## config.mk

```make
export PLATFORM = sky130hd
export DESIGN_NAME = tab_separated_record_splitter
export DESIGN_NICKNAME = d
export VERILOG_FILES = /design/src/rtl/tsrs_pkg.sv /design/src/rtl/tsrs_in_reg.sv /design/src/rtl/tsrs_core.sv /design/src/rtl/tsrs_out_reg.sv /design/src/rtl/tab_separated_record_splitter.sv
export SDC_FILE = /design/constraint.sdc
export NUM_CORES = 1
export LEC_CHECK = 0
export BUFFER_PORTS_ARGS = -buffer_cell sky130_fd_sc_hd__buf_2
export CAP_MARGIN = 10
export CORE_ASPECT_RATIO = 1.1
export CORE_UTILIZATION = 31
export CTS_CLUSTER_SIZE = 8
export DETAILED_ROUTE_END_ITERATION = 16
export PLACE_DENSITY_LB_ADDON = 0.3
export SYNTH_ARGS = -nofsm -noshare
export SYNTH_HDL_FRONTEND = slang
export SYNTH_SLANG_ARGS = --single-unit
export TNS_END_PERCENT = 30
```

## constraint.sdc

```tcl
create_clock -name i_clk -period 27.1 [get_ports i_clk]
set_input_delay 1.355 -clock i_clk [delete_from_list [all_inputs] [get_ports i_clk]]
set_output_delay 1.355 -clock i_clk [all_outputs]
set_load 0.005 [all_outputs]
```

## src/rtl/tsrs_pkg.sv

```systemverilog
// Package for the tab-separated record splitter.
// Holds the request payload types, status codes, character codes and limits.
// No dependencies.
`timescale 1ns / 1ps
`default_nettype none

package tsrs_pkg;

    typedef struct packed {
        logic [7:0] byte_in;
        logic       end_of_file;
    } t_in_item;

    typedef struct packed {
        logic        write_enable;
        logic [15:0] write_address;
        logic [7:0]  write_data;
        logic        clip_enable;
        logic [15:0] clip_address;
        logic        field_done;
        logic [15:0] field_slot;
        logic [15:0] field_start;
        logic [7:0]  field_length;
        logic [1:0]  status;
        logic [12:0] item_count;
        logic [16:0] used_length;
    } t_out_item;

    localparam logic [1:0] ST_RUN   = 2'd0;
    localparam logic [1:0] ST_DONE  = 2'd1;
    localparam logic [1:0] ST_ERROR = 2'd2;

    localparam logic [7:0] CHR_TAB = 8'd9;
    localparam logic [7:0] CHR_NL  = 8'd10;

    localparam logic [1:0] CFG_FIELD_COUNT = 2'd0;
    localparam logic [1:0] CFG_BUF_CAP     = 2'd1;
    localparam logic [1:0] CFG_ITEM_LIMIT  = 2'd2;

    localparam logic [4:0]  MAX_FIELDS      = 5'd16;
    localparam logic [16:0] BUFFER_BYTES    = 17'd65536;
    localparam logic [12:0] MAX_RECORDS     = 13'd4096;
    localparam logic [16:0] FIELD_LEN_LIMIT = 17'd256;
    localparam logic [7:0]  FIELD_LEN_MAX   = 8'd255;

    localparam logic [4:0]  RST_FIELD_COUNT = 5'd1;
    localparam logic [16:0] RST_BUF_CAP     = 17'd65536;
    localparam logic [12:0] RST_ITEM_LIMIT  = 13'd4096;

endpackage

`default_nettype wire

```

## src/rtl/tsrs_in_reg.sv

```systemverilog
// Input register stage of the record splitter.
// Depends on tsrs_pkg for the request payload type.
`timescale 1ns / 1ps
`default_nettype none

module tsrs_in_reg
    import tsrs_pkg::*;
(
    input  wire logic     i_clk,
    input  wire logic     i_rst_n,
    input  wire logic     i_valid,
    output logic          o_ready,
    input  wire t_in_item i_data,
    input  wire logic     i_adv,
    output logic          o_valid,
    output t_in_item      o_data
);

    logic     r_valid;
    t_in_item r_data;

    assign o_ready = !r_valid || i_adv;
    assign o_valid = r_valid;
    assign o_data  = r_data;

    always_ff @(posedge i_clk) begin
        if (!i_rst_n) begin
            r_valid <= 1'b0;
        end else if (o_ready) begin
            r_valid <= i_valid;
        end
    end

    always_ff @(posedge i_clk) begin
        if (i_valid && o_ready) begin
            r_data <= i_data;
        end
    end

endmodule

`default_nettype wire

```

## src/rtl/tsrs_core.sv

```systemverilog
// Splitter core: configuration registers, record state and the per-byte step.
// Depends on tsrs_pkg for payload types, codes and limits.
`timescale 1ns / 1ps
`default_nettype none

module tsrs_core
    import tsrs_pkg::*;
(
    input  wire logic        i_clk,
    input  wire logic        i_rst_n,
    input  wire logic        i_cfg_we,
    input  wire logic [1:0]  i_cfg_idx,
    input  wire logic [16:0] i_cfg_data,
    input  wire logic        i_valid,
    input  wire t_in_item    i_data,
    input  wire logic        i_adv,
    output logic             o_has,
    output t_out_item        o_res
);

    logic [4:0]  r_field_count;
    logic [16:0] r_buf_cap;
    logic [12:0] r_item_limit;

    logic [3:0]  r_field_idx, n_field_idx;
    logic [12:0] r_rec_idx, n_rec_idx;
    logic [16:0] r_wr_pos, n_wr_pos;
    logic [16:0] r_fld_start, n_fld_start;
    logic [15:0] r_slot, n_slot;

    logic [4:0]  w_nf;
    logic [4:0]  w_nf_last;
    logic [16:0] w_cap;
    logic [12:0] w_lim;
    logic        w_last;
    logic [16:0] w_len;
    logic        w_err;
    logic        w_done;
    t_out_item   w_res;

    always_ff @(posedge i_clk) begin
        if (!i_rst_n) begin
            r_field_count <= RST_FIELD_COUNT;
            r_buf_cap     <= RST_BUF_CAP;
            r_item_limit  <= RST_ITEM_LIMIT;
        end else if (i_cfg_we) begin
            case (i_cfg_idx)
                CFG_FIELD_COUNT: r_field_count <= i_cfg_data[4:0];
                CFG_BUF_CAP:     r_buf_cap     <= i_cfg_data;
                CFG_ITEM_LIMIT:  r_item_limit  <= i_cfg_data[12:0];
                default: ;
            endcase
        end
    end

    assign w_nf      = (r_field_count > MAX_FIELDS) ? MAX_FIELDS : r_field_count;
    assign w_cap     = (r_buf_cap > BUFFER_BYTES) ? BUFFER_BYTES : r_buf_cap;
    assign w_lim     = (r_item_limit > MAX_RECORDS) ? MAX_RECORDS : r_item_limit;
    assign w_nf_last = w_nf - 5'd1;
    assign w_last    = ({1'b0, r_field_idx} == w_nf_last);
    assign w_len     = r_wr_pos - r_fld_start;

    always_comb begin
        w_res       = '0;
        o_has       = 1'b0;
        w_err       = 1'b0;
        w_done      = 1'b0;
        n_field_idx = r_field_idx;
        n_rec_idx   = r_rec_idx;
        n_wr_pos    = r_wr_pos;
        n_fld_start = r_fld_start;
        n_slot      = r_slot;

        if (w_nf == 5'd0 || r_rec_idx >= w_lim || i_data.end_of_file) begin
            w_err = 1'b1;
        end else if (i_data.byte_in > CHR_NL) begin
            if (r_wr_pos >= w_cap) begin
                w_err = 1'b1;
            end else begin
                o_has               = 1'b1;
                w_res.write_enable  = 1'b1;
                w_res.write_address = r_wr_pos[15:0];
                w_res.write_data    = i_data.byte_in;
                n_wr_pos            = r_wr_pos + 17'd1;
            end
        end else if (i_data.byte_in < CHR_TAB) begin
            o_has = 1'b0;
        end else if (i_data.byte_in == CHR_NL && r_field_idx == 4'd0
                     && r_wr_pos == r_fld_start) begin
            w_done = 1'b1;
        end else if (i_data.byte_in == CHR_TAB && w_last) begin
            w_err = 1'b1;
        end else if (i_data.byte_in == CHR_NL && !w_last) begin
            w_err = 1'b1;
        end else if (r_wr_pos >= w_cap) begin
            w_err = 1'b1;
        end else begin
            o_has               = 1'b1;
            w_res.write_enable  = 1'b1;
            w_res.write_address = r_wr_pos[15:0];
            w_res.field_done    = 1'b1;
            w_res.field_slot    = r_slot;
            w_res.field_start   = r_fld_start[15:0];
            if (w_len >= FIELD_LEN_LIMIT) begin
                w_res.clip_enable  = 1'b1;
                w_res.clip_address = 16'(r_fld_start + (FIELD_LEN_LIMIT - 17'd1));
                w_res.field_length = FIELD_LEN_MAX;
            end else begin
                w_res.field_length = w_len[7:0];
            end
            n_slot      = r_slot + 16'd1;
            n_wr_pos    = r_wr_pos + 17'd1;
            n_fld_start = r_wr_pos + 17'd1;
            if (i_data.byte_in == CHR_TAB) begin
                n_field_idx = r_field_idx + 4'd1;
            end else begin
                n_field_idx = 4'd0;
                n_rec_idx   = r_rec_idx + 13'd1;
                if (n_rec_idx >= w_lim) begin
                    w_err = 1'b1;
                end
            end
        end

        if (w_err || w_done) begin
            o_has = 1'b1;
            w_res = '0;
            if (w_err) begin
                w_res.status = ST_ERROR;
            end else begin
                w_res.status      = ST_DONE;
                w_res.item_count  = r_rec_idx;
                w_res.used_length = r_wr_pos;
            end
            n_field_idx = '0;
            n_rec_idx   = '0;
            n_wr_pos    = '0;
            n_fld_start = '0;
            n_slot      = '0;
        end
    end

    assign o_res = w_res;

    always_ff @(posedge i_clk) begin
        if (!i_rst_n) begin
            r_field_idx <= '0;
            r_rec_idx   <= '0;
            r_wr_pos    <= '0;
            r_fld_start <= '0;
            r_slot      <= '0;
        end else if (i_adv && i_valid) begin
            r_field_idx <= n_field_idx;
            r_rec_idx   <= n_rec_idx;
            r_wr_pos    <= n_wr_pos;
            r_fld_start <= n_fld_start;
            r_slot      <= n_slot;
        end
    end

`ifndef NO_ASSERTIONS
    a_start_le_pos: assert property (@(posedge i_clk) disable iff (!i_rst_n)
        r_fld_start <= r_wr_pos)
        else $error("field start beyond write position");

    a_err_restart: assert property (@(posedge i_clk) disable iff (!i_rst_n)
        (i_adv && i_valid && o_has && w_res.status == ST_ERROR)
        |=> (r_wr_pos == 17'd0 && r_rec_idx == 13'd0 && r_slot == 16'd0
             && r_field_idx == 4'd0))
        else $error("state not restarted after error");

    a_term_zero: assert property (@(posedge i_clk) disable iff (!i_rst_n)
        (o_has && w_res.field_done) |-> (w_res.write_enable && w_res.write_data == 8'd0))
        else $error("field end without zero terminator");

    a_pos_step: assert property (@(posedge i_clk) disable iff (!i_rst_n)
        (i_adv && i_valid && o_has && w_res.write_enable)
        |=> (r_wr_pos == $past(r_wr_pos) + 17'd1))
        else $error("write position did not advance by one");
`endif

endmodule

`default_nettype wire

```

## src/rtl/tsrs_out_reg.sv

```systemverilog
// Result register of the record splitter.
// Depends on tsrs_pkg for the result payload type.
`timescale 1ns / 1ps
`default_nettype none

module tsrs_out_reg
    import tsrs_pkg::*;
(
    input  wire logic      i_clk,
    input  wire logic      i_rst_n,
    input  wire logic      i_load,
    input  wire t_out_item i_data,
    output logic           o_free,
    output logic           o_valid,
    input  wire logic      i_ready,
    output t_out_item      o_data
);

    logic      r_valid;
    t_out_item r_data;

    assign o_free  = !r_valid || i_ready;
    assign o_valid = r_valid;
    assign o_data  = r_data;

    always_ff @(posedge i_clk) begin
        if (!i_rst_n) begin
            r_valid <= 1'b0;
        end else if (i_load) begin
            r_valid <= 1'b1;
        end else if (i_ready) begin
            r_valid <= 1'b0;
        end
    end

    always_ff @(posedge i_clk) begin
        if (i_load) begin
            r_data <= i_data;
        end
    end

endmodule

`default_nettype wire

```

## src/rtl/tab_separated_record_splitter.sv

```systemverilog
// Tab-separated record splitter, top level.
// Byte requests enter on the in channel (valid/ready); results leave on the
// out channel (valid/ready) as one t_out_item each. A write port sets the
// field count, buffer capacity and item limit; write them only while the block
// is idle (the block does not enforce this). Each accepted byte gives zero or
// one result: a buffer write, a field report with its zero terminator and
// optional clip, a done report with record count and bytes used, or an error.
// After done or error the record state restarts; the configuration is kept.
// The input register holds the byte during the step and the result register
// captures the step's output. Throughput: one byte per cycle while the
// receiver keeps up.
// A stalled receiver holds the result register; bytes that give no result
// still pass through, and the next result-bearing byte waits in the input
// register until the result register frees.
// Reset (synchronous, active low) empties both registers, clears the record
// state and loads field count 1, capacity 65536 and item limit 4096.
// Depends on tsrs_pkg, tsrs_in_reg, tsrs_core and tsrs_out_reg.
`timescale 1ns / 1ps
`default_nettype none

module tab_separated_record_splitter
    import tsrs_pkg::*;
(
    input  wire logic        i_clk,
    input  wire logic        i_rst_n,
    input  wire logic        i_cfg_we,
    input  wire logic [1:0]  i_cfg_idx,
    input  wire logic [16:0] i_cfg_data,
    input  wire logic        i_in_valid,
    output logic             o_in_ready,
    input  wire t_in_item    i_in_data,
    output logic             o_out_valid,
    input  wire logic        i_out_ready,
    output t_out_item        o_out_data
);

    logic      w_stg_valid;
    t_in_item  w_stg_data;
    logic      w_adv;
    logic      w_has;
    t_out_item w_res;
    logic      w_free;

    assign w_adv = w_stg_valid && (w_free || !w_has);

    tsrs_in_reg u_in_reg (
        .i_clk   (i_clk),
        .i_rst_n (i_rst_n),
        .i_valid (i_in_valid),
        .o_ready (o_in_ready),
        .i_data  (i_in_data),
        .i_adv   (w_adv),
        .o_valid (w_stg_valid),
        .o_data  (w_stg_data)
    );

    tsrs_core u_core (
        .i_clk      (i_clk),
        .i_rst_n    (i_rst_n),
        .i_cfg_we   (i_cfg_we),
        .i_cfg_idx  (i_cfg_idx),
        .i_cfg_data (i_cfg_data),
        .i_valid    (w_stg_valid),
        .i_data     (w_stg_data),
        .i_adv      (w_adv),
        .o_has      (w_has),
        .o_res      (w_res)
    );

    tsrs_out_reg u_out_reg (
        .i_clk   (i_clk),
        .i_rst_n (i_rst_n),
        .i_load  (w_adv && w_has),
        .i_data  (w_res),
        .o_free  (w_free),
        .o_valid (o_out_valid),
        .i_ready (i_out_ready),
        .o_data  (o_out_data)
    );

endmodule

`default_nettype wire

```

---- Word level (Yosys, flattened, before mapping) ----
Index checks and enable logic that the tools add are counted.
Widths: inputs -> output; s select.
storage, ports and cells
  register bits after elaboration ......... 228
  output and inout port bits .............. 117
  bits of input ports ..................... 33
  word-level logic and storage cells ...... 175
operators by class
  add/sub/neg operators ................... 7
  bitwise logic cells ..................... 3
  reduce and logical (&&, ||, !) cells .... 34
  equality and inequality tests ........... 18
  mux-type cells .......................... 80
  magnitude comparators ................... 9
operators by type and width
  operator               count
  $mux 17                24
  $mux 13                10
  $mux 16                8
  $mux 41                1
  $mux 4                 9
  $ge 13x13->1           2
  $mux 25                1
  $mux 1                 24
  $add 17x1->17 const B  1
  $eq 17x17->1           1
  $ge 17x17->1           1
  $ge 17x9->1 const B    1
  $gt 17x17->1 const B   1
  $sub 17x17->17         1
  $add 16x1->16 const B  1
  $add 16x8->16 const B  1
  $eq 8x4->1 const B     2
  $ne 2x2->1 const B     8
  $add 13x1->13 const B  1
  $gt 13x13->1 const B   1
  $ne 3x2->1 const B     4
  $reduce_and 9->1       1
  $reduce_or 9->1        1
  $gt 8x4->1 const B     1
  other kinds (25)       45

---- Logic depth before layout (Yosys ltp) ----
Gate-level depths: netlist of run 1.
  depth in word-level cells ............... 19
  gate-level depth with buffers ........... 16
  depth with buffers taken out ............ 14

---- Hierarchy ----
Synthesis of run 1 repeated with hierarchy kept, for this count alone.
second synthesis, totals
  cell total of the unflattened synthesis .. 1258
  area total of the unflattened synthesis .. 12106.6 µm²
modules (own cells, without submodules)
  module                         cells each  times used  sequential area each (µm²)  area an instance (µm²)
  tsrs_core                      1122        1           2042.0                      8257.9
  tsrs_out_reg                   119         1           3473.3                      3502.1
  tsrs_in_reg                    14          1           290.3                       327.8
  tab_separated_record_splitter  3           1           0.0                         18.8

---- Worst setup path after synthesis of run 1 ----
OpenSTA, ideal clock, no wires.
  path kind ............................... flip-flop to flip-flop
  start ................................... register u_core.r_buf_cap[3]
  end ..................................... register u_core.r_wr_pos[15]
  cell stages (with the launch flop) ...... 14
  slack ................................... 17699 ps
  data required time ...................... 26715 ps
  library setup time ...................... 385 ps
  period minus slack after synthesis ...... 9401 ps
  data arrival time ....................... 9016 ps
  buffers on the path ..................... 2
  cell sequence ........................... dfxtp_1 > nor4_1 > a41o_1 > clkbuf_1 > nand2_1 > ha_1 > a211o_1 > a21oi_1 > o21ai_0 > a2111oi_0 > nand4_1 > buf_2 > a21oi_1 > mux2i_1
on the way
  word-level cells in the longest chain between the ends .. 17
  elaborated cells between the ends (all ways) .. 38
  classes of those cells .................. order compare (2); eq/ne (5); mux (25); reduce/logical (6)
RTL lines
  element                            line                                 text
  from (decl)                        tsrs_core.sv:22                      logic [16:0] r_buf_cap;
  from (signal assigned)             tsrs_core.sv:49                      CFG_BUF_CAP: r_buf_cap <= i_cfg_data;
  $gt 17x17->1                       tsrs_core.sv:57                      assign w_cap = (r_buf_cap > BUFFER_BYTES) ? BUFFER_BYTES : r_buf_cap;
  $mux 17 (*)                        tsrs_core.sv:57
  $ge 17x17->1 (*)                   tsrs_core.sv:77, tsrs_core.sv:95
  $mux 1                             tsrs_core.sv:95                      end else if (r_wr_pos >= w_cap) begin
  $mux 1                             tsrs_core.sv:93                      end else if (i_data.byte_in == CHR_NL && !w_last) begin
  $mux 1                             tsrs_core.sv:91                      end else if (i_data.byte_in == CHR_TAB && w_last) begin
  $mux 1                             tsrs_core.sv:88                      end else if (i_data.byte_in == CHR_NL && r_field_idx == 4'd0
  $mux 1                             tsrs_core.sv:86                      end else if (i_data.byte_in < CHR_TAB) begin
  $mux 1                             tsrs_core.sv:76                      end else if (i_data.byte_in > CHR_NL) begin
  $mux 1                             tsrs_core.sv:74                      if (w_nf == 5'd0 || r_rec_idx >= w_lim || i_data.end_of_file) begin
  $logic_or 1x1->1                   tsrs_core.sv:125                     if (w_err || w_done) begin
  $mux 1                             tsrs_core.sv:125
  $logic_not 1->1                    tab_separated_record_splitter.sv:44  assign w_adv = w_stg_valid && (w_free || !w_has);
  $logic_or 1x1->1                   tab_separated_record_splitter.sv:44
  $logic_and 1x1->1                  tab_separated_record_splitter.sv:44
  $logic_and 1x1->1                  tsrs_core.sv:152                     end else if (i_adv && i_valid) begin
  $reduce_and 6->1 (no source line)  --
  to (signal assigned)               tsrs_core.sv:155                     r_wr_pos <= n_wr_pos;
  to (decl)                          tsrs_core.sv:27                      logic [16:0] r_wr_pos, n_wr_pos;
Mark *: on every way between the ends. The rest lies on a longest branch, timed or not. The select of a mux whose other input is x is not followed.
A chain may end at the register's enable or synchronous reset.

---- Worst setup path after layout of run 1 ----
  start ................................... register u_core.r_rec_idx[1]
  end ..................................... output port o_in_ready
on the way
  word-level cells in the longest chain between the ends .. 17
  elaborated cells between the ends (all ways) .. 22
  classes of those cells .................. add/sub (1); order compare (2); mux (12); reduce/logical (7)
RTL lines
  element                 line                                 text
  from (decl)             tsrs_core.sv:26                      logic [12:0] r_rec_idx, n_rec_idx;
  from (signal assigned)  tsrs_core.sv:154                     r_rec_idx <= n_rec_idx;
  $add 13x1->13           tsrs_core.sv:118                     n_rec_idx = r_rec_idx + 13'd1;
  $ge 13x13->1            tsrs_core.sv:119                     if (n_rec_idx >= w_lim) begin
  $mux 1                  tsrs_core.sv:119
  $mux 1                  tsrs_core.sv:114                     if (i_data.byte_in == CHR_TAB) begin
  $mux 1                  tsrs_core.sv:95
  $mux 1                  tsrs_core.sv:93
  $mux 1                  tsrs_core.sv:91
  $mux 1                  tsrs_core.sv:88
  $mux 1                  tsrs_core.sv:86
  $mux 1                  tsrs_core.sv:76
  $mux 1                  tsrs_core.sv:74
  $logic_or 1x1->1        tsrs_core.sv:125
  $mux 1 (*)              tsrs_core.sv:125
  $logic_not 1->1 (*)     tab_separated_record_splitter.sv:44
  $logic_or 1x1->1 (*)    tab_separated_record_splitter.sv:44
  $logic_and 1x1->1 (*)   tab_separated_record_splitter.sv:44
  $logic_or 1x1->1 (*)    tsrs_in_reg.sv:22                    assign o_ready = !r_valid || i_adv;
  to (decl)               tab_separated_record_splitter.sv:30  output logic o_in_ready,
Mark *: on every way between the ends. The rest lies on a longest branch, timed or not.

==> flow_summary.toml, run 1 <==
[run_status]
status = "completed"

[worst_hold_path]
worstHoldPathCells = 2
min_to = "u_core.r_item_limit[3]"
hold_class = "reg -> reg"
worstHoldStart = "u_core.r_item_limit[3]"

[timing]
max_freq_ghz = 0.1709
skew_ns = 0.02538
tightestPinTransition_ns = 1.075
rsz0062_at_grt = "no"
post-route-period-util_pct = 21.59
tns_ns = 0
maxSlewViolCount = 0
fin_ws_ns = 21.25
final-hold-violation-count = 0
max_slew_margin_pct = 28.15
period_minus_slack_ns = 5.852
final-setup-viol-count = 0

[synth]
synth_edf_count = 124
synth_top_family_by_area = "simple AND/OR/NAND/NOR gates"
synth-compound-area-share_pct = 11.91
synth.avg_cell_area_sq_um = 9.733
yosysSeqAreaShare_pct = 49.58
yosys.area_share.adder_pct = 7.331
synth_cell_types = 72
synth_xor_area_share_pct = 4.563
postSynth.asyncResetShare_pct = 0
ys_ff_latch = 228
synth_cells = 1203
synth_flop_cell = "edfxtp_1"
yosys_warnings = 0
synthSimpleGateAreaFrac_pct = 22.16
syn_nets = 1304
netlist_area_sq_um = 11710
muxShareOfSynthArea_pct = 0.8763

[die]
start_util_pct = 31.46
die_h_um = 205.8
ios = 150
row_count = 74
die_w_um = 187.3
dieArea_sq_um = 38550
core_sq_um = 37220

[placement]
place_ws_ns = 21.82
place_congestion = 0.8681
dp_hpwl_mm = 23.29
io_buffers = 149

[cts]
cts_buffer_depth = 3
cts_hold_buf = 0
cts_sinks = 228
clk_latency_ns = 0.53
clkTransAtPathRegs_ns = 0.05
htreeDepth = 2
cts_tree = "done"
clock-root-buffer = "clkbuf_16"
cts_resized = 0
cts_buffers = 35
post_cts_buffers = 0

[detailed_routing]
wire_per_inst_um = 17.04
drtAntennaViolNets = 0
vias = 9256
drt-total-wl_mm = 31.77
drc = 0
dr.pass1.iters = 5
viasPerCell = 4.963
drt_iter0_drc = 615

[worst_setup_path]
crit_required_ns = 25.74
rr_worst_depth = 14
slowest_stage = "nor4_1"
critical-path-max-stage-delay_ns = 0.62
cp_cell_sequence = "ha_1 > nand3_1 > nor4_1 > xor2_1 > ha_1 > and4_1 > a21o_1 > a221oi_1 > o21ai_1 > or4_4 > a211o_1 > and3_1 > inv_1 > buf_2"
crit_family = "simple AND/OR/NAND/NOR gates"
setup.worst_path.end_class = "output port"
critPathMaxFanout = 6
r2r-start = "u_core.r_rec_idx[1]"
crit_arrival_ns = 4.50
critPathBufInv = 2
cp.depth = 14
r2r-end = "u_out_reg.o_data[46]"
cp-start-kind = "register"
path_common_cell = "ha_1"
r2r_setup_slack_ns = 22.36
critPathKind = "reg -> out"

[cells_and_area]
post-route-util_pct = 37.73
nNetsFinal = 1445
nFillCells = 3807
drive_gt1_share_pct = 16.70
final_common_cell = "nand2_1"
area_growth_pct = 19.95
num_antenna_cells = 0
final_cell_mix = "nand2_1, buf_2, edfxtp_1"

[global_route]
antenna_found_initial = 0
grt_overflow = 0
grt_usage_pct = 16.41
grt_max_degree = 78
grt_pass1_vias = 9072
grt_pass1_wl_mm = 49.67

[pwr]
power_switching_uw = 197.5
seqPwrFrac_pct = 44.9
internal_power_uw = 644.7
vdd_ir_drop_max_uv = 36.38
p_leak_nw = 5.471
powerDensity_nw_per_um2 = 59.96
total_power_uw = 842.2
switching_share_pct = 23.45
clock_power_share_pct = 49.3
combPwrFrac_pct = 5.8

[job]
maxCapViolCount = 0
layout make-up:
type	count	area (sq um)	share of cell area, %
flip-flops and latches	228	5806	41.34
multi-input cells	867	5515	39.27
clock buffers	61	1015	7.225
repair buffers	164	858.3	6.111
well taps	494	618.1	4.401
inverters	48	180.2	1.283
clock inverters	3	52.55	0.3742
through the flow:
step | hold WS, ns | std cells | cell area, sq um
floorplan | 0.4318 | 1203 | 11710
global placement | 0.4429 | 1801 | 12980
detailed placement | 0.4473 | 1801 | 12980
CTS | 0.4535 | 1865 | 14040
global route | 0.4730 | 1865 | 14040
finish | 0.4553 | 1865 | 14040
kinds of logic after synthesis:
kind of cell | after synthesis
mux | 10
flops | 228
buf+inv | 108
compound gates | 214
simple gates | 514
xor+xnor | 61
fa+ha+maj | 68
Yosys cell counts, drive strengths merged (14+ instances only):
cell / number / area share (%)
nor2: 76 / 2.4
nand3: 54 / 2.3
buf: 15 / 0.59
ha: 67 / 7.2
o21ai: 41 / 1.8
and3: 24 / 1.3
edfxtp: 124 / 32
a21o: 15 / 0.96
clkbuf: 45 / 1.4
inv: 46 / 1.5
nor3: 55 / 2.4
nand4: 19 / 1.0
nand2: 150 / 4.8
nor2b: 14 / 0.75
and2: 42 / 2.2
xnor2: 50 / 3.7
dfxtp: 104 / 18
nor4: 18 / 1.1
a21oi: 77 / 3.4
per-layer routing:
metal / track usage (%) / share of wire [%] / up-vias
met5: 0 / 0 / -
met3: 2.848 / 4.7 / 50
li1: - / - / 4639
met2: 28.20 / 48 / 202
met1: 20.49 / 44 / 4365
met4: 6.265 / 2.9 / 0
worst register-to-register path: cells and delay by family (launching register included):
kind	cells	cell delay (ns)
buffers and inverters	2	0.82
flip-flops	1	0.41
AND/OR/NAND/NOR	4	1.48
adder cells (fa/ha/maj)	2	0.55
XOR/XNOR	1	0.16
AO/OA/AOI/OAI	5	0.88
worst max-delay path by stage:
stage	end	slack, ns	from
finish	o_in_ready	21.25	u_core.r_rec_idx[1]
global route	o_in_ready	20.93	u_core.r_rec_idx[1]
CTS	o_in_ready	21.26	u_core.r_rec_idx[1]
detailed placement	o_in_ready	21.82	u_core.r_rec_idx[1]
global placement	o_in_ready	21.92	u_core.r_rec_idx[1]
floorplan	u_core.r_wr_pos[15]	17.70	u_core.r_buf_cap[3]
power groups by stage:
stage	clock network [mW]	registers [mW]	logic (mW)
final	0.415	0.378	0.0489
after global routing	0.441	0.379	0.0539
after CTS	0.424	0.378	0.0494
after detailed placement	0	0.385	0.0492
after global placement	0	0.385	0.0488
after floorplan	0	0.387	0.0276
registers in the layout, summed over array words and instances, names as in the netlist:
register and cells:
u_core.r_fld_start 17, u_core.r_field_idx 4, u_in_reg.o_data 9, u_out_reg.o_valid 1, u_core.r_slot 16, u_out_reg.o_data 115, u_core.r_wr_pos 17, u_core.r_field_count 5
u_in_reg.o_valid 1, u_core.r_item_limit 13, u_core.r_buf_cap 17, u_core.r_rec_idx 13
(Power assumes the default switching activity.)
==> run 2: changes to the inputs <==
clock period = 4.9 ns   (was 27.1 ns; I/O delays follow)
==> flow_summary.toml, run 2 (synthesis gave the netlist of run 1 again) <==
[cts]
clkTransAtPathRegs_ns = 0.06
clock-root-buffer = "clkbuf_16"
htreeDepth = 2
post_cts_buffers = 0
cts_tree = "done"
cts_buffer_depth = 3
clk_latency_ns = 0.53
cts_buffers = 34
cts_sinks = 228

[detailed_routing]
drt-total-wl_mm = 31.78
vias = 9524
viasPerCell = 5.034
dr.pass1.iters = 5
drt_iter0_drc = 578
drtAntennaViolNets = 0
wire_per_inst_um = 16.80
drc = 0

[global_route]
antenna_found_initial = 0
grt_pass1_wl_mm = 49.14
grt_max_degree = 53
grt_overflow = 0
grt_usage_pct = 16.18
grt_pass1_vias = 9111

[cells_and_area]
nFillCells = 3747
ff_latch_area_sq_um = 5806
nNetsFinal = 1475
drive_gt1_share_pct = 17.10
final_common_cell = "nand2_1"
num_antenna_cells = 0
largest_reg_flops = 115
multi_input_comb_area_sq_um = 5567
area_growth_pct = 22.61
final_cell_mix = "nand2_1, buf_2, edfxtp_1"

[timing]
max_freq_ghz = 0.2167
tightestPinTransition_ns = 1.067
fin_ws_ns = 0.2857
final-hold-violation-count = 0
maxSlewViolCount = 0
rsz0062_at_grt = "no"
post-route-period-util_pct = 94.17
final-setup-viol-count = 0
period_minus_slack_ns = 4.614
max_slew_margin_pct = 28.70
skew_ns = 0.03229
tns_ns = 0

[die]
die_h_um = 205.8
start_util_pct = 31.46
row_count = 74
ios = 150
die_w_um = 187.3
core_sq_um = 37220
dieArea_sq_um = 38550

[pwr]
p_leak_nw = 5.628
powerDensity_nw_per_um2 = 318.7
vdd_ir_drop_max_uv = 211.8

[worst_setup_path]
crit_required_ns = 4.66
slowest_stage = "or4_4"
critPathMaxFanout = 10
cp_cell_sequence = "nor4_1 > a41o_1 > nand2_1 > ha_1 > a211o_1 > a21oi_1 > o21ai_1 > a2111o_1 > or4_4 > a211o_1 > and3_1 > inv_1 > buf_2"
cp-start-kind = "register"
crit_arrival_ns = 4.37
critical-path-max-stage-delay_ns = 0.59
path_common_cell = "a211o_1"
critPathKind = "reg -> out"
setup.worst_path.end_class = "output port"

[worst_hold_path]
hold_class = "in -> reg"

[placement]
dp_hpwl_mm = 23.71
place_congestion = 0.8682
io_buffers = 149
place_ws_ns = 0.6636

[job]
maxCapViolCount = 0

[run_status]
status = "completed"
run 2: metal layers:
metal,up-vias,GRT usage [%],part of all wire [%]
met5,-,0,0
met4,0,6.645,3.2
met3,64,2.865,4.5
met2,230,27.77,48
met1,4539,20.03,45
li1,4691,-,-
run 2: stage by stage:
step	cells	utilization (%)	total power [mW]	hold WS, ns	area [sq um]
after global routing	1892	38.57	4.734	0.01204	14360
final	1892	38.57	4.575	0.02061	14360
after global placement	1811	35.24	2.404	0.4278	13120
after CTS	1892	38.51	4.638	0.0005070	14330
after detailed placement	1811	35.24	2.408	0.4287	13120
after floorplan	1203	-	2.288	0.3439	11760
run 2: layout make-up:
cell class | count | share of cell area, %
clock inverters | 2 | 0.2266
well taps | 494 | 4.305
flip-flops and latches | 228 | 40.44
clock buffers | 58 | 6.772
multi-input cells | 867 | 38.77
inverters | 48 | 1.255
repair buffers | 195 | 8.227
run 2: critical path, delay by kind of cell, from the launching register on:
| family | cells | cell delay, ns |
|---|---|---|
| and+or+nand+nor | 4 | 1.24 |
| AOI/OAI and AO/OA | 6 | 1.74 |
| buffers and inverters | 2 | 0.23 |
| DFF | 1 | 0.33 |
| adders and majority gates | 1 | 0.30 |
run 2: power by group:
part / leakage, nW / switching (mW) / internal [mW]
Sequential: 2.10 / 0.0234 / 2.07
Combinational: 3.05 / 0.186 / 0.105
Clock: 0.478 / 0.848 / 1.34
run 2: what timing repair did:
item	in CTS	in global routing
resized for setup	0	3
endpoints found under the hold margin	26	0
setup endpoints to repair	0	1
hold buffers	21	0
run 2: path summary, 6_finish.rpt:
check | from | endpoint | slack, ns | cells after the start
worst max-delay path | u_core.r_buf_cap[12] | o_in_ready | 0.29 | 13
worst min-delay path | i_cfg_data[1] | u_core.r_item_limit[1] | 0.02 | 3
worst max register to register | u_core.r_buf_cap[12] | u_in_reg.o_data[8] | 0.64 | 13
worst min register to register | u_core.r_item_limit[2] | u_core.r_item_limit[2] | 0.45 | 2
==> run 3: changes to the inputs <==
==> constraint.sdc (replaced) <==
create_clock -name i_clk -period 5.7 [get_ports i_clk]
set_input_delay 0.285 -clock i_clk [delete_from_list [all_inputs] [get_ports i_clk]]
set_output_delay 0.285 -clock i_clk [all_outputs]
set_load 0.1 [all_outputs]
==> flow_summary.toml, run 3 (synthesis gave the netlist of run 1 again) <==
[run_status]
status = "completed"

[die]
die_w_um = 187.3
row_count = 74
dieArea_sq_um = 38550
ios = 150
die_h_um = 205.8
core_sq_um = 37220
start_util_pct = 31.46

[cts]
cts_tree = "done"
clkTransAtPathRegs_ns = 0.05
cts_sinks = 228
htreeDepth = 2
cts_buffer_depth = 3
cts_resized = 0
clock-root-buffer = "clkbuf_16"
cts_buffers = 34
clk_latency_ns = 0.51

[worst_setup_path]
crit_required_ns = 5.41
path_common_cell = "ha_1"
cp_cell_sequence = "ha_1 > nand3_1 > nor4_1 > xor2_1 > ha_1 > and4_1 > a21o_1 > a221oi_1 > o21ai_1 > or4_4 > a211o_1 > and3_1 > inv_1 > buf_2"
setup.worst_path.end_class = "output port"
crit_family = "simple AND/OR/NAND/NOR gates"
crit_arrival_ns = 4.79
critPathMaxFanout = 6
critPathKind = "reg -> out"
cp-start-kind = "register"
critPathBufInv = 2
slowest_stage = "nor4_1"
critical-path-max-stage-delay_ns = 0.56

[detailed_routing]
viasPerCell = 4.957
vias = 9290
wire_per_inst_um = 16.97
drt_iter0_drc = 625
highest_layer = "met4"
wl_met2_mm = 15.57
drt-total-wl_mm = 31.80
drtAntennaViolNets = 0
dr.pass1.iters = 4
m1WireLength_mm = 13.89
dr_wl_met3_mm = 1.554
drc = 0

[pwr]
total_power_mw = 4.065
vdd_ir_drop_max_uv = 172.0
p_leak_nw = 5.488
powerDensity_nw_per_um2 = 288.6

[cells_and_area]
nNetsFinal = 1457
stdcell_count = 1874
num_antenna_cells = 0
post-route-util_pct = 37.84
largest_reg_flops = 115
final_common_cell = "nand2_1"
area_growth_pct = 20.29
drive_gt1_share_pct = 16.45
final_cell_mix = "nand2_1, buf_2, edfxtp_1"
postLayoutCellArea_sq_um = 14080

[timing]
final-hold-violation-count = 0
max_freq_ghz = 0.1972
tightestPinTransition_ns = 1.153
skew_ns = 0.02681
maxSlewViolCount = 0
whs_ns = 0.03579
period_minus_slack_ns = 5.070
tns_ns = 0
final-setup-viol-count = 0
max_slew_margin_pct = 22.95
rsz0062_at_grt = "no"
fin_ws_ns = 0.6298
post-route-period-util_pct = 88.95

[placement]
placed_cell_area_sq_um = 13010
io_buffers = 149
dp.cells = 1804
place_congestion = 0.8468
place_ws_ns = 1.168
dp_hpwl_mm = 23.45

[global_route]
grt_pass1_wl_mm = 49.81
grt_pass1_vias = 9088
grt_max_degree = 76
antenna_found_initial = 0
grt_overflow = 0
grt_usage_pct = 16.46

[job]
maxCapViolCount = 0

[worst_hold_path]
hold_class = "in -> reg"
[run 3: changes by cell type in the layout (fill, tap and decap cells not counted), sizes merged]
cell,change
buf,-7
clkinv,-1
dlygate4sd3,-11
inv,+1
[run 3: power breakdown]
group / leakage, nW / switching [mW] / internal [mW] / total (mW)
registers: 2.10 / 0.0205 / 1.78 / 1.80
logic: 2.92 / 0.345 / 0.0794 / 0.424
clock network: 0.467 / 0.704 / 1.14 / 1.84
[run 3: per-layer routing]
metal / up-vias / GRT usage [%]
met4: 0 / 5.738
li1: 4665 / -
met5: - / 0
met1: 4349 / 20.29
met3: 49 / 3.121
met2: 227 / 28.66
[run 3: worst reg2reg max path, cell delays in order, from the launching register on]
cell and delay (ns):
dfxtp_1 0.41, ha_1 0.23, nand3_1 0.18, nor4_1 0.56, xor2_1 0.18, ha_1 0.35, and4_1 0.22, a21o_1 0.18
a221oi_1 0.25, o21ai_1 0.17, or4_4 0.47, a21oi_2 0.24, buf_4 0.38, o21ai_1 0.10, buf_4 0.24, o31ai_1 0.24
[run 3: repair_timing]
item                                   4_1_cts  5_1_grt
hold buffers                                10        0
buffers inserted                             0        0
setup endpoints to repair                    0        0
endpoints found under the hold margin       10        0
[run 3: worst paths after layout]
path | slack [ns] | endpoint | cells after the start | from
worst max-delay path | 0.63 | o_in_ready | 14 | u_core.r_rec_idx[1]
worst min-delay path | 0.04 | u_core.r_buf_cap[13] | 3 | i_cfg_data[13]
worst max register to register | 1.21 | u_core.r_wr_pos[3] | 15 | u_core.r_rec_idx[1]
worst min register to register | 0.46 | u_core.r_fld_start[6] | 2 | u_core.r_fld_start[6]
[run 3: area by class of cell]
cell class	instances	area [sq um]
clock inverter	2	13.76
multi-input combinational	867	5512
inverter	48	180.2
timing repair buffer	177	993.5
tap	494	618.1
fill	3815	23140
sequential	228	5806
clock buffer	58	962.2
